### src/rtl/core/wsp_pkg.sv
package wsp_pkg;

   localparam logic [31:0] TAG_FMT  = 32'h2074_6D66;
   localparam logic [31:0] TAG_DATA = 32'h6174_6164;
   localparam logic [31:0] TAG_RIFF = 32'h4646_4952;
   localparam logic [31:0] TAG_WAVE = 32'h4556_4157;
   localparam logic [31:0] MIN_LEN  = 32'd44;
   localparam logic [31:0] FMT_MIN  = 32'd16;

   localparam logic [2:0] ST_START     = 3'd0;
   localparam logic [2:0] ST_FRAME     = 3'd1;
   localparam logic [2:0] ST_TOO_SHORT = 3'd2;
   localparam logic [2:0] ST_BAD_RIFF  = 3'd3;
   localparam logic [2:0] ST_BAD_WAVE  = 3'd4;
   localparam logic [2:0] ST_NOT_PCM   = 3'd5;
   localparam logic [2:0] ST_NOT_16BIT = 3'd6;
   localparam logic [2:0] ST_NO_DATA   = 3'd7;

   localparam int RSP_DATA_W = 72;

   typedef struct packed {
      logic       first_byte;
      logic [7:0] data_byte;
   } wsp_item_type;

   typedef struct packed {
      logic               final_res;
      logic [31:0]        rate_hz;
      logic signed [15:0] right_sample;
      logic signed [15:0] left_sample;
      logic [2:0]         status;
   } wsp_result_type;

endpackage

### src/rtl/core/wsp_in_reg.sv
module wsp_in_reg import wsp_pkg::*; (
   input  logic         clock,
   input  logic         reset,
   input  logic         in_valid,
   output logic         in_ready,
   input  wsp_item_type in_item,
   input  logic         advance,
   output logic         item_valid,
   output wsp_item_type item
);

   logic         valid_ff, valid_in;
   wsp_item_type item_ff, item_in;

   assign in_ready   = !valid_ff || advance;
   assign item_valid = valid_ff;
   assign item       = item_ff;

   always_comb begin
      valid_in = valid_ff;
      item_in  = item_ff;
      if (in_ready) begin
         valid_in = in_valid;
         item_in  = in_item;
      end
   end

   always_ff @(posedge clock) begin
      if (reset) begin
         valid_ff <= 1'b0;
      end else begin
         valid_ff <= valid_in;
      end
      item_ff <= item_in;
   end

endmodule

### src/rtl/core/wsp_parse.sv
module wsp_parse import wsp_pkg::*; (
   input  logic           clock,
   input  logic           reset,
   input  logic [31:0]    file_length,
   input  logic           fire,
   input  wsp_item_type   item,
   output logic           res_valid,
   output wsp_result_type res
);

   typedef enum logic [2:0] {
      PH_IDLE, PH_HEAD, PH_CHDR, PH_BODY, PH_DATA, PH_DONE
   } phase_type;

   phase_type   phase_ff, phase_in;
   logic [31:0] pos_ff, pos_in;
   logic [31:0] tag_ff, tag_in;
   logic [31:0] size_ff, size_in;
   logic [31:0] left_ff, left_in;
   logic [15:0] fmt_ff, fmt_in;
   logic [15:0] chan_ff, chan_in;
   logic [31:0] rate_ff, rate_in;
   logic [15:0] bits_ff, bits_in;
   logic [30:0] frames_ff, frames_in;
   logic [23:0] part_ff, part_in;

   logic [7:0]  b;
   logic [31:0] idx;
   logic [34:0] len35, p35, start35;
   logic [32:0] pad33, off33;
   logic [2:0]  k3;
   logic [1:0]  k2, last_k;
   logic        vd, vd_data;

   always_comb begin
      phase_in  = phase_ff;
      pos_in    = pos_ff;
      tag_in    = tag_ff;
      size_in   = size_ff;
      left_in   = left_ff;
      fmt_in    = fmt_ff;
      chan_in   = chan_ff;
      rate_in   = rate_ff;
      bits_in   = bits_ff;
      frames_in = frames_ff;
      part_in   = part_ff;
      res_valid = 1'b0;
      res       = '0;
      b         = item.data_byte;
      idx       = '0;
      len35     = {3'b000, file_length};
      p35       = '0;
      start35   = '0;
      pad33     = '0;
      off33     = '0;
      k3        = '0;
      k2        = '0;
      last_k    = '0;
      vd        = 1'b0;
      vd_data   = 1'b0;

      if (fire && item.first_byte) begin
         phase_in  = PH_HEAD;
         pos_in    = '0;
         tag_in    = '0;
         size_in   = '0;
         left_in   = '0;
         fmt_in    = '0;
         chan_in   = '0;
         rate_in   = '0;
         bits_in   = '0;
         frames_in = '0;
         part_in   = '0;
         if (file_length < MIN_LEN) begin
            pos_in          = 32'd1;
            phase_in        = PH_DONE;
            res_valid       = 1'b1;
            res.status      = ST_TOO_SHORT;
            res.final_res   = 1'b1;
         end
      end

      if (fire && !res_valid && phase_in != PH_IDLE && phase_in != PH_DONE) begin
         idx    = pos_in;
         pos_in = idx + 32'd1;
         case (phase_in)
            PH_HEAD: begin
               k2 = idx[1:0];
               if (k2 == 2'd0) tag_in = '0;
               tag_in[{k2, 3'b000} +: 8] = tag_in[{k2, 3'b000} +: 8] | b;
               if (idx == 32'd3 && tag_in != TAG_RIFF) begin
                  res_valid     = 1'b1;
                  res.status    = ST_BAD_RIFF;
                  res.final_res = 1'b1;
                  phase_in      = PH_DONE;
               end else if (idx == 32'd11) begin
                  if (tag_in != TAG_WAVE) begin
                     res_valid     = 1'b1;
                     res.status    = ST_BAD_WAVE;
                     res.final_res = 1'b1;
                     phase_in      = PH_DONE;
                  end else begin
                     phase_in = PH_CHDR;
                     left_in  = '0;
                  end
               end
            end
            PH_CHDR: begin
               k3 = left_in[2:0];
               if (!k3[2]) begin
                  if (k3 == 3'd0) tag_in = '0;
                  tag_in[{k3[1:0], 3'b000} +: 8] = tag_in[{k3[1:0], 3'b000} +: 8] | b;
               end else begin
                  if (k3 == 3'd4) size_in = '0;
                  size_in[{k3[1:0], 3'b000} +: 8] = size_in[{k3[1:0], 3'b000} +: 8] | b;
               end
               left_in = {29'd0, k3} + 32'd1;
               if (k3 == 3'd7) begin
                  p35   = {3'b000, idx} + 35'd1;
                  pad33 = ({1'b0, size_in} + 33'd1) & ~33'd1;
                  if (p35 + {3'b000, size_in} > len35) begin
                     vd = 1'b1;
                  end else if (tag_in == TAG_DATA) begin
                     vd      = 1'b1;
                     vd_data = 1'b1;
                  end else if (tag_in == TAG_FMT && size_in >= FMT_MIN) begin
                     phase_in = PH_BODY;
                     left_in  = pad33[31:0];
                  end else if (p35 + {2'b00, pad33} + 35'd8 > len35) begin
                     vd = 1'b1;
                  end else if (pad33 == '0) begin
                     left_in = '0;
                  end else begin
                     phase_in = PH_BODY;
                     left_in  = pad33[31:0];
                  end
               end
            end
            PH_BODY: begin
               pad33 = ({1'b0, size_in} + 33'd1) & ~33'd1;
               if (tag_in == TAG_FMT && size_in >= FMT_MIN) begin
                  off33 = pad33 - {1'b0, left_in};
                  case (off33)
                     33'd0: fmt_in = {8'd0, b};
                     33'd1: fmt_in[15:8] = fmt_in[15:8] | b;
                     33'd2: chan_in = {8'd0, b};
                     33'd3: chan_in[15:8] = chan_in[15:8] | b;
                     33'd4: rate_in = {24'd0, b};
                     33'd5: rate_in[15:8] = rate_in[15:8] | b;
                     33'd6: rate_in[23:16] = rate_in[23:16] | b;
                     33'd7: rate_in[31:24] = rate_in[31:24] | b;
                     33'd14: bits_in = {8'd0, b};
                     33'd15: begin
                        bits_in[15:8] = bits_in[15:8] | b;
                        start35 = {3'b000, idx} - 35'd15;
                        if (start35 + {2'b00, pad33} + 35'd8 > len35) vd = 1'b1;
                     end
                     default: ;
                  endcase
               end
               if (!vd) begin
                  if (left_in != '0) left_in = left_in - 32'd1;
                  if (left_in == '0) phase_in = PH_CHDR;
               end
            end
            PH_DATA: begin
               k2     = left_in[1:0];
               last_k = (chan_in == 16'd1) ? 2'd1 : 2'd3;
               if (k2 < last_k) begin
                  part_in[{k2, 3'b000} +: 8] = part_in[{k2, 3'b000} +: 8] | b;
                  left_in = {30'd0, k2} + 32'd1;
               end else begin
                  if (last_k == 2'd1) begin
                     res.left_sample  = {b, part_in[7:0]};
                     res.right_sample = {b, part_in[7:0]};
                  end else begin
                     res.left_sample  = part_in[15:0];
                     res.right_sample = {b, part_in[23:16]};
                  end
                  part_in = '0;
                  left_in = '0;
                  if (frames_in != '0) frames_in = frames_in - 31'd1;
                  res_valid     = 1'b1;
                  res.status    = ST_FRAME;
                  res.final_res = (frames_in == '0);
                  if (frames_in == '0) phase_in = PH_DONE;
               end
            end
            default: ;
         endcase

         if (vd) begin
            res_valid     = 1'b1;
            res.final_res = 1'b1;
            phase_in      = PH_DONE;
            if (fmt_in != 16'd1) begin
               res.status = ST_NOT_PCM;
            end else if (bits_in != 16'd16) begin
               res.status = ST_NOT_16BIT;
            end else if (!vd_data || size_in == '0) begin
               res.status = ST_NO_DATA;
            end else begin
               frames_in     = (chan_in == 16'd1) ? size_in[31:1] : {1'b0, size_in[31:2]};
               left_in       = '0;
               part_in       = '0;
               res.status    = ST_START;
               res.rate_hz   = rate_in;
               res.final_res = (frames_in == '0);
               phase_in      = (frames_in == '0) ? PH_DONE : PH_DATA;
            end
         end
      end
   end

   always_ff @(posedge clock) begin
      if (reset) begin
         phase_ff  <= PH_IDLE;
         pos_ff    <= '0;
         tag_ff    <= '0;
         size_ff   <= '0;
         left_ff   <= '0;
         fmt_ff    <= '0;
         chan_ff   <= '0;
         rate_ff   <= '0;
         bits_ff   <= '0;
         frames_ff <= '0;
         part_ff   <= '0;
      end else begin
         phase_ff  <= phase_in;
         pos_ff    <= pos_in;
         tag_ff    <= tag_in;
         size_ff   <= size_in;
         left_ff   <= left_in;
         fmt_ff    <= fmt_in;
         chan_ff   <= chan_in;
         rate_ff   <= rate_in;
         bits_ff   <= bits_in;
         frames_ff <= frames_in;
         part_ff   <= part_in;
      end
   end

endmodule

### src/rtl/core/wsp_out_reg.sv
module wsp_out_reg import wsp_pkg::*; (
   input  logic           clock,
   input  logic           reset,
   input  logic           res_valid,
   input  wsp_result_type res,
   output logic           advance,
   output logic           out_valid,
   input  logic           out_ready,
   output wsp_result_type out_res
);

   logic           valid_ff, valid_in;
   wsp_result_type res_ff, res_in;

   assign advance   = !valid_ff || out_ready;
   assign out_valid = valid_ff;
   assign out_res   = res_ff;

   always_comb begin
      valid_in = valid_ff && !out_ready;
      res_in   = res_ff;
      if (advance) begin
         valid_in = res_valid;
         res_in   = res;
      end
   end

   always_ff @(posedge clock) begin
      if (reset) begin
         valid_ff <= 1'b0;
      end else begin
         valid_ff <= valid_in;
      end
      res_ff <= res_in;
   end

endmodule

### src/rtl/core/wav_stream_parser_core.sv
// Byte-serial RIFF/WAVE parser for 16-bit PCM files.
// Input channel req_*: one file byte per item in req_tdata; req_tuser marks
// byte zero of a new file and restarts the parse. Set the file length on
// csr_wdata with csr_we before the first byte of a file.
// Result channel rsp_*: status, left/right samples and sample rate packed in
// rsp_tdata; rsp_tlast marks the last frame, any error, or a start item
// with no frames. At most one result item per input byte.
// Path: a byte is held in the input register, then its result in the result
// register, which drives rsp.
// Throughput: one byte per cycle while the result register can advance, as
// the header and frame logic between the two registers is combinational.
// Back-pressure: when rsp_tready is low the result register holds; one more
// byte sits in the input register, then req_tready drops.
// Reset: both registers empty, file length zero, parser idle until a byte
// marked by req_tuser arrives; unmarked bytes before it are dropped.
module wav_stream_parser_core import wsp_pkg::*; (
   input  logic                  clock,
   input  logic                  reset,
   input  logic                  csr_we,
   input  logic [31:0]           csr_wdata,
   input  logic                  req_tvalid,
   output logic                  req_tready,
   input  logic [7:0]            req_tdata,   // data_byte
   input  logic                  req_tuser,   // first_byte
   output logic                  rsp_tvalid,
   input  logic                  rsp_tready,
   output logic [RSP_DATA_W-1:0] rsp_tdata,   // status, left, right, rate_hz, zero fill
   output logic                  rsp_tlast    // final_res
);

   logic [31:0]    file_length_ff, file_length_in;
   logic           advance;
   logic           item_valid;
   wsp_item_type   in_item, item;
   logic           res_valid;
   wsp_result_type res, out_res;

   assign file_length_in = csr_we ? csr_wdata : file_length_ff;

   always_ff @(posedge clock) begin
      if (reset) begin
         file_length_ff <= '0;
      end else begin
         file_length_ff <= file_length_in;
      end
   end

   assign in_item.data_byte  = req_tdata;
   assign in_item.first_byte = req_tuser;

   wsp_in_reg u_in_reg (
      .clock      (clock),
      .reset      (reset),
      .in_valid   (req_tvalid),
      .in_ready   (req_tready),
      .in_item    (in_item),
      .advance    (advance),
      .item_valid (item_valid),
      .item       (item)
   );

   wsp_parse u_parse (
      .clock       (clock),
      .reset       (reset),
      .file_length (file_length_ff),
      .fire        (item_valid && advance),
      .item        (item),
      .res_valid   (res_valid),
      .res         (res)
   );

   wsp_out_reg u_out_reg (
      .clock     (clock),
      .reset     (reset),
      .res_valid (res_valid),
      .res       (res),
      .advance   (advance),
      .out_valid (rsp_tvalid),
      .out_ready (rsp_tready),
      .out_res   (out_res)
   );

   assign rsp_tdata = {5'd0, out_res.rate_hz, out_res.right_sample,
                       out_res.left_sample, out_res.status};
   assign rsp_tlast = out_res.final_res;

endmodule

### config.mk
export PLATFORM = sky130hd
export DESIGN_NAME = wav_stream_parser_core
export DESIGN_NICKNAME = d
export VERILOG_FILES = /design/src/rtl/core/wsp_pkg.sv /design/src/rtl/core/wsp_in_reg.sv /design/src/rtl/core/wsp_parse.sv /design/src/rtl/core/wsp_out_reg.sv /design/src/rtl/core/wav_stream_parser_core.sv
export SDC_FILE = /design/constraint.sdc
export NUM_CORES = 2
export LEC_CHECK = 0
export ABC_AREA = 1
export BUFFER_PORTS_ARGS = -buffer_cell sky130_fd_sc_hd__buf_2
export CAP_MARGIN = 15
export CORE_MARGIN = 8
export CORE_UTILIZATION = 40
export CTS_CLUSTER_SIZE = 24
export DETAILED_ROUTE_END_ITERATION = 10
export GPL_TIMING_DRIVEN = 1
export PLACE_DENSITY = 0.62
export SLEW_MARGIN = 30
export SYNTH_ARGS = -nofsm -noshare
export SYNTH_HDL_FRONTEND = slang
export SYNTH_HIERARCHICAL = 1
export SYNTH_SLANG_ARGS = --single-unit
### constraint.sdc
create_clock -name clock -period 9.15 [get_ports clock]
set_input_delay 0.915 -clock clock [delete_from_list [all_inputs] [get_ports clock]]
set_output_delay 0.915 -clock clock [all_outputs]
set_load 0.05 [all_outputs]
==> flow_metrics.env <==
export IMPL_ir_worst_vdd_uv=143.0
export IMPL_met1_usage_pct=45.10
export IMPL_clkLatencyLatePin_ns=0.67
export IMPL_grt_overflow=0
export IMPL_finalHoldViolations=0
export IMPL_cp_slowest_cell="fa_1"
export IMPL_post_place_ws_ns=-0.4376
export IMPL_grt_setup_unrepaired="no"
export IMPL_outcome="finished clean"
export IMPL_dieHeight_microns=337.1
export IMPL_synth_edf_count=77
export IMPL_ctsHoldBuffers=0
export IMPL_slew_headroom_pct=35.70
export IMPL_rows=117
export IMPL_gp_congestion=1.018
export IMPL_critPathMaxStageDelay_ns=0.43
export IMPL_cts_tree="done"
export IMPL_fin_crit_sh_pct=95.36
export IMPL_fin_setup_tns_ns=0
export IMPL_grt_max_degree=162
export IMPL_drive_gt1_share_pct=15.55
export IMPL_tightest_slew_ns=0.9645
export IMPL_io_pins=121
export IMPL_ys_seq_area_share_pct=20.17
export IMPL_nets=7895
export IMPL_yosys_register_bits=377
export IMPL_use_met3_pct=6.124
export IMPL_fin_area_sq_um=50070
export IMPL_viasPerCell=5.506
export IMPL_grt_busiest_layer="met2"
export IMPL_syn_cell_area_sq_um=41230
export IMPL_ys_warn_count=6
export IMPL_syn_avg_cell_area_sq_um=6.000
export IMPL_clock_sinks=377
export IMPL_io_buffers=115
export IMPL_cp_end_kind="flip-flop"
export IMPL_finalSetupViolations=0
export IMPL_cp_required_ns=9.65
export IMPL_slew_viol_final=0
export IMPL_fill_cells=10880
export IMPL_clk_pin_slew_ns=0.06
export IMPL_cts_made_buffers=50
export IMPL_drt_iter0_drc=5577
export IMPL_drt_total_wl_microns=187400
export IMPL_htreeDepth=2
export IMPL_synth_fa_ha_area_share_pct=9.401
export IMPL_synth_xor_area_share_pct=4.928
export IMPL_clockBufferDepth=3
export IMPL_area_growth_pct=21.43
export IMPL_dr_pass1_iters=6
export IMPL_synthArstFlopShare_pct=0
export IMPL_start_kind="primary input"
export IMPL_p_leak_nw=25.63
export IMPL_postRouteAntennaNets=0
export IMPL_place_area_sq_um=48200
export IMPL_crit_type="primary input to flip-flop"
export IMPL_fin_cells=8952
export IMPL_grt_pass1_wl_microns=277900
export IMPL_root_buffer="clkbuf_16"
export IMPL_fp_dieW_microns=337.1
export IMPL_layout_commonest_cell="nand2_1"
export IMPL_floorplan_initialDensity_pct=40.41
export IMPL_hpwl_microns=148800
export IMPL_min_path_type="primary input to flip-flop"
export IMPL_synth_flop_cell="dfxtp_1"
export IMPL_coreArea_sq_um=102000
export IMPL_place_inst=8856
export IMPL_antenna_found_initial=18
export IMPL_synthDistinctLibCells=77
export IMPL_post_drt_wl_per_cell_microns=20.94
export IMPL_fmax_mhz=114.6
export IMPL_netlist_instances=6872
export IMPL_synth_mux_area_fraction_pct=0
export IMPL_cp_common_cell="nand2_1"
export IMPL_final_min_clock_period_ns=8.726
export IMPL_max_cap_violations=0
export IMPL_die_area_sq_um=113600
export IMPL_use_met2_pct=47.55
export IMPL_clock_skew_ns=0.06073
export IMPL_final_cell_mix="1764 x nand2_1, 931 x inv_1, 810 x nor2_1"
export IMPL_arrival_ns=9.23
export IMPL_crit_fanout=12
export IMPL_grtUsageTotal_pct=31.58
export IMPL_synth_compound_area_share_pct=17.80
export IMPL_drcViolationCount=0
export IMPL_grt_pass1_vias=45020
export IMPL_powerDensity_nw_per_um2=148.4
export IMPL_vias=49290
export IMPL_fin_ws_ns=0.4242
export IMPL_synth_simple_gate_area_share_pct=34.92
export IMPL_synth_top_family_by_area="simple AND/OR/NAND/NOR gates"
==> cell usage after synthesis, drive strengths merged (99+ instances only) <==
master / number / area (sq um)
nand2: 1798 / 6867
inv: 985 / 3707
nor2: 883 / 3611
o21ai: 498 / 2500
a21oi: 489 / 2455
nand3: 339 / 1737
ha: 305 / 3816
dfxtp: 300 / 6006
xor2: 192 / 1682
nand4: 159 / 1022
clkbuf: 153 / 608.1
buf: 127 / 890.9
nor3: 99 / 570.6
==> worst max-delay path: cells and delay by family <==
family          cells  cell delay, ns
xor+xnor            1            0.10
buf+inv            14            1.90
compound gates     14            2.23
fa+ha+maj           5            1.34
simple gates       24            2.72
==> routing by layer <==
layer | wire length, microns | vias to the layer above
met5 | 52 | -
met4 | 6607 | 8
met3 | 18740 | 356
met2 | 78820 | 2215
met1 | 83220 | 22870
li1 | - | 23850
==> final cells by class <==
cell class                 instances  area (sq um)  share of cell area (%)
sequential                       377          8319                   16.62
timing repair buffer             893          6700                   13.38
inverter                        1000          3771                   7.532
antenna                            2         5.005                0.009996
multi-input combinational       5219         27780                   55.48
tap                             1368          1712                   3.419
clock buffer                      68          1349                   2.694
clock inverter                    25         436.7                  0.8722
==> state kept, by name, indices dropped and copies added (netlist names), 24 cells and up <==
name	count
u_parse/part_ff	24
file_length_ff	32
u_parse/frames_ff	31
u_parse/size_ff	32
u_out_reg/out_res	68
u_parse/tag_ff	32
u_parse/pos_ff	32
u_parse/rate_ff	32
u_parse/left_ff	32
==> final timing paths <==
path,startpoint,to,slack (ns),cells after the start
min reg2reg,file_length_ff[16],file_length_ff[16],0.48,2
min,req_tdata[3],u_in_reg/item[3],0.42,1
max reg2reg,u_out_reg/out_valid,u_parse/frames_ff[24],0.46,56
max,rsp_tready,u_parse/frames_ff[24],0.42,58
==> stage by stage <==
stage	hold WS (ns)	power [mW]	utilization (%)
after floorplan	0.4490	3.774	-
after global placement	0.4604	5.144	47.23
after detailed placement	0.4660	5.168	47.24
after CTS	0.3852	7.382	48.99
after global routing	0.3897	7.832	49.07
final	0.4220	7.429	49.07
==> kinds of logic (layout without fill, tap and decap cells) <==
family,count (synthesis),in the layout
AOI/OAI and AO/OA,1311,1311
adders and majority gates,308,308
buffers and inverters,1280,1986
DFF,377,377
xor gates and xnor gates,232,232
and+or+nand+nor,3363,3363
other,1,7
==> repair_timing <==
item | 4_1_cts | 5_1_grt
gates resized for setup | 0 | 27
endpoints found under the hold margin | 0 | 0
setup endpoints to repair | 0 | 127
setup buffers | 0 | 1
==> power breakdown <==
| part | leakage [nW] | total [mW] | switching [mW] | internal, mW |
|---|---|---|---|---|
| registers | 3.37 | 1.77 | 0.0278 | 1.75 |
| logic | 21.4 | 3.46 | 2.18 | 1.28 |
| clock network | 0.867 | 2.20 | 0.877 | 1.32 |
| total | 25.6 | 7.43 | 3.08 | 4.35 |
Power figures use the tool's default switching activity.
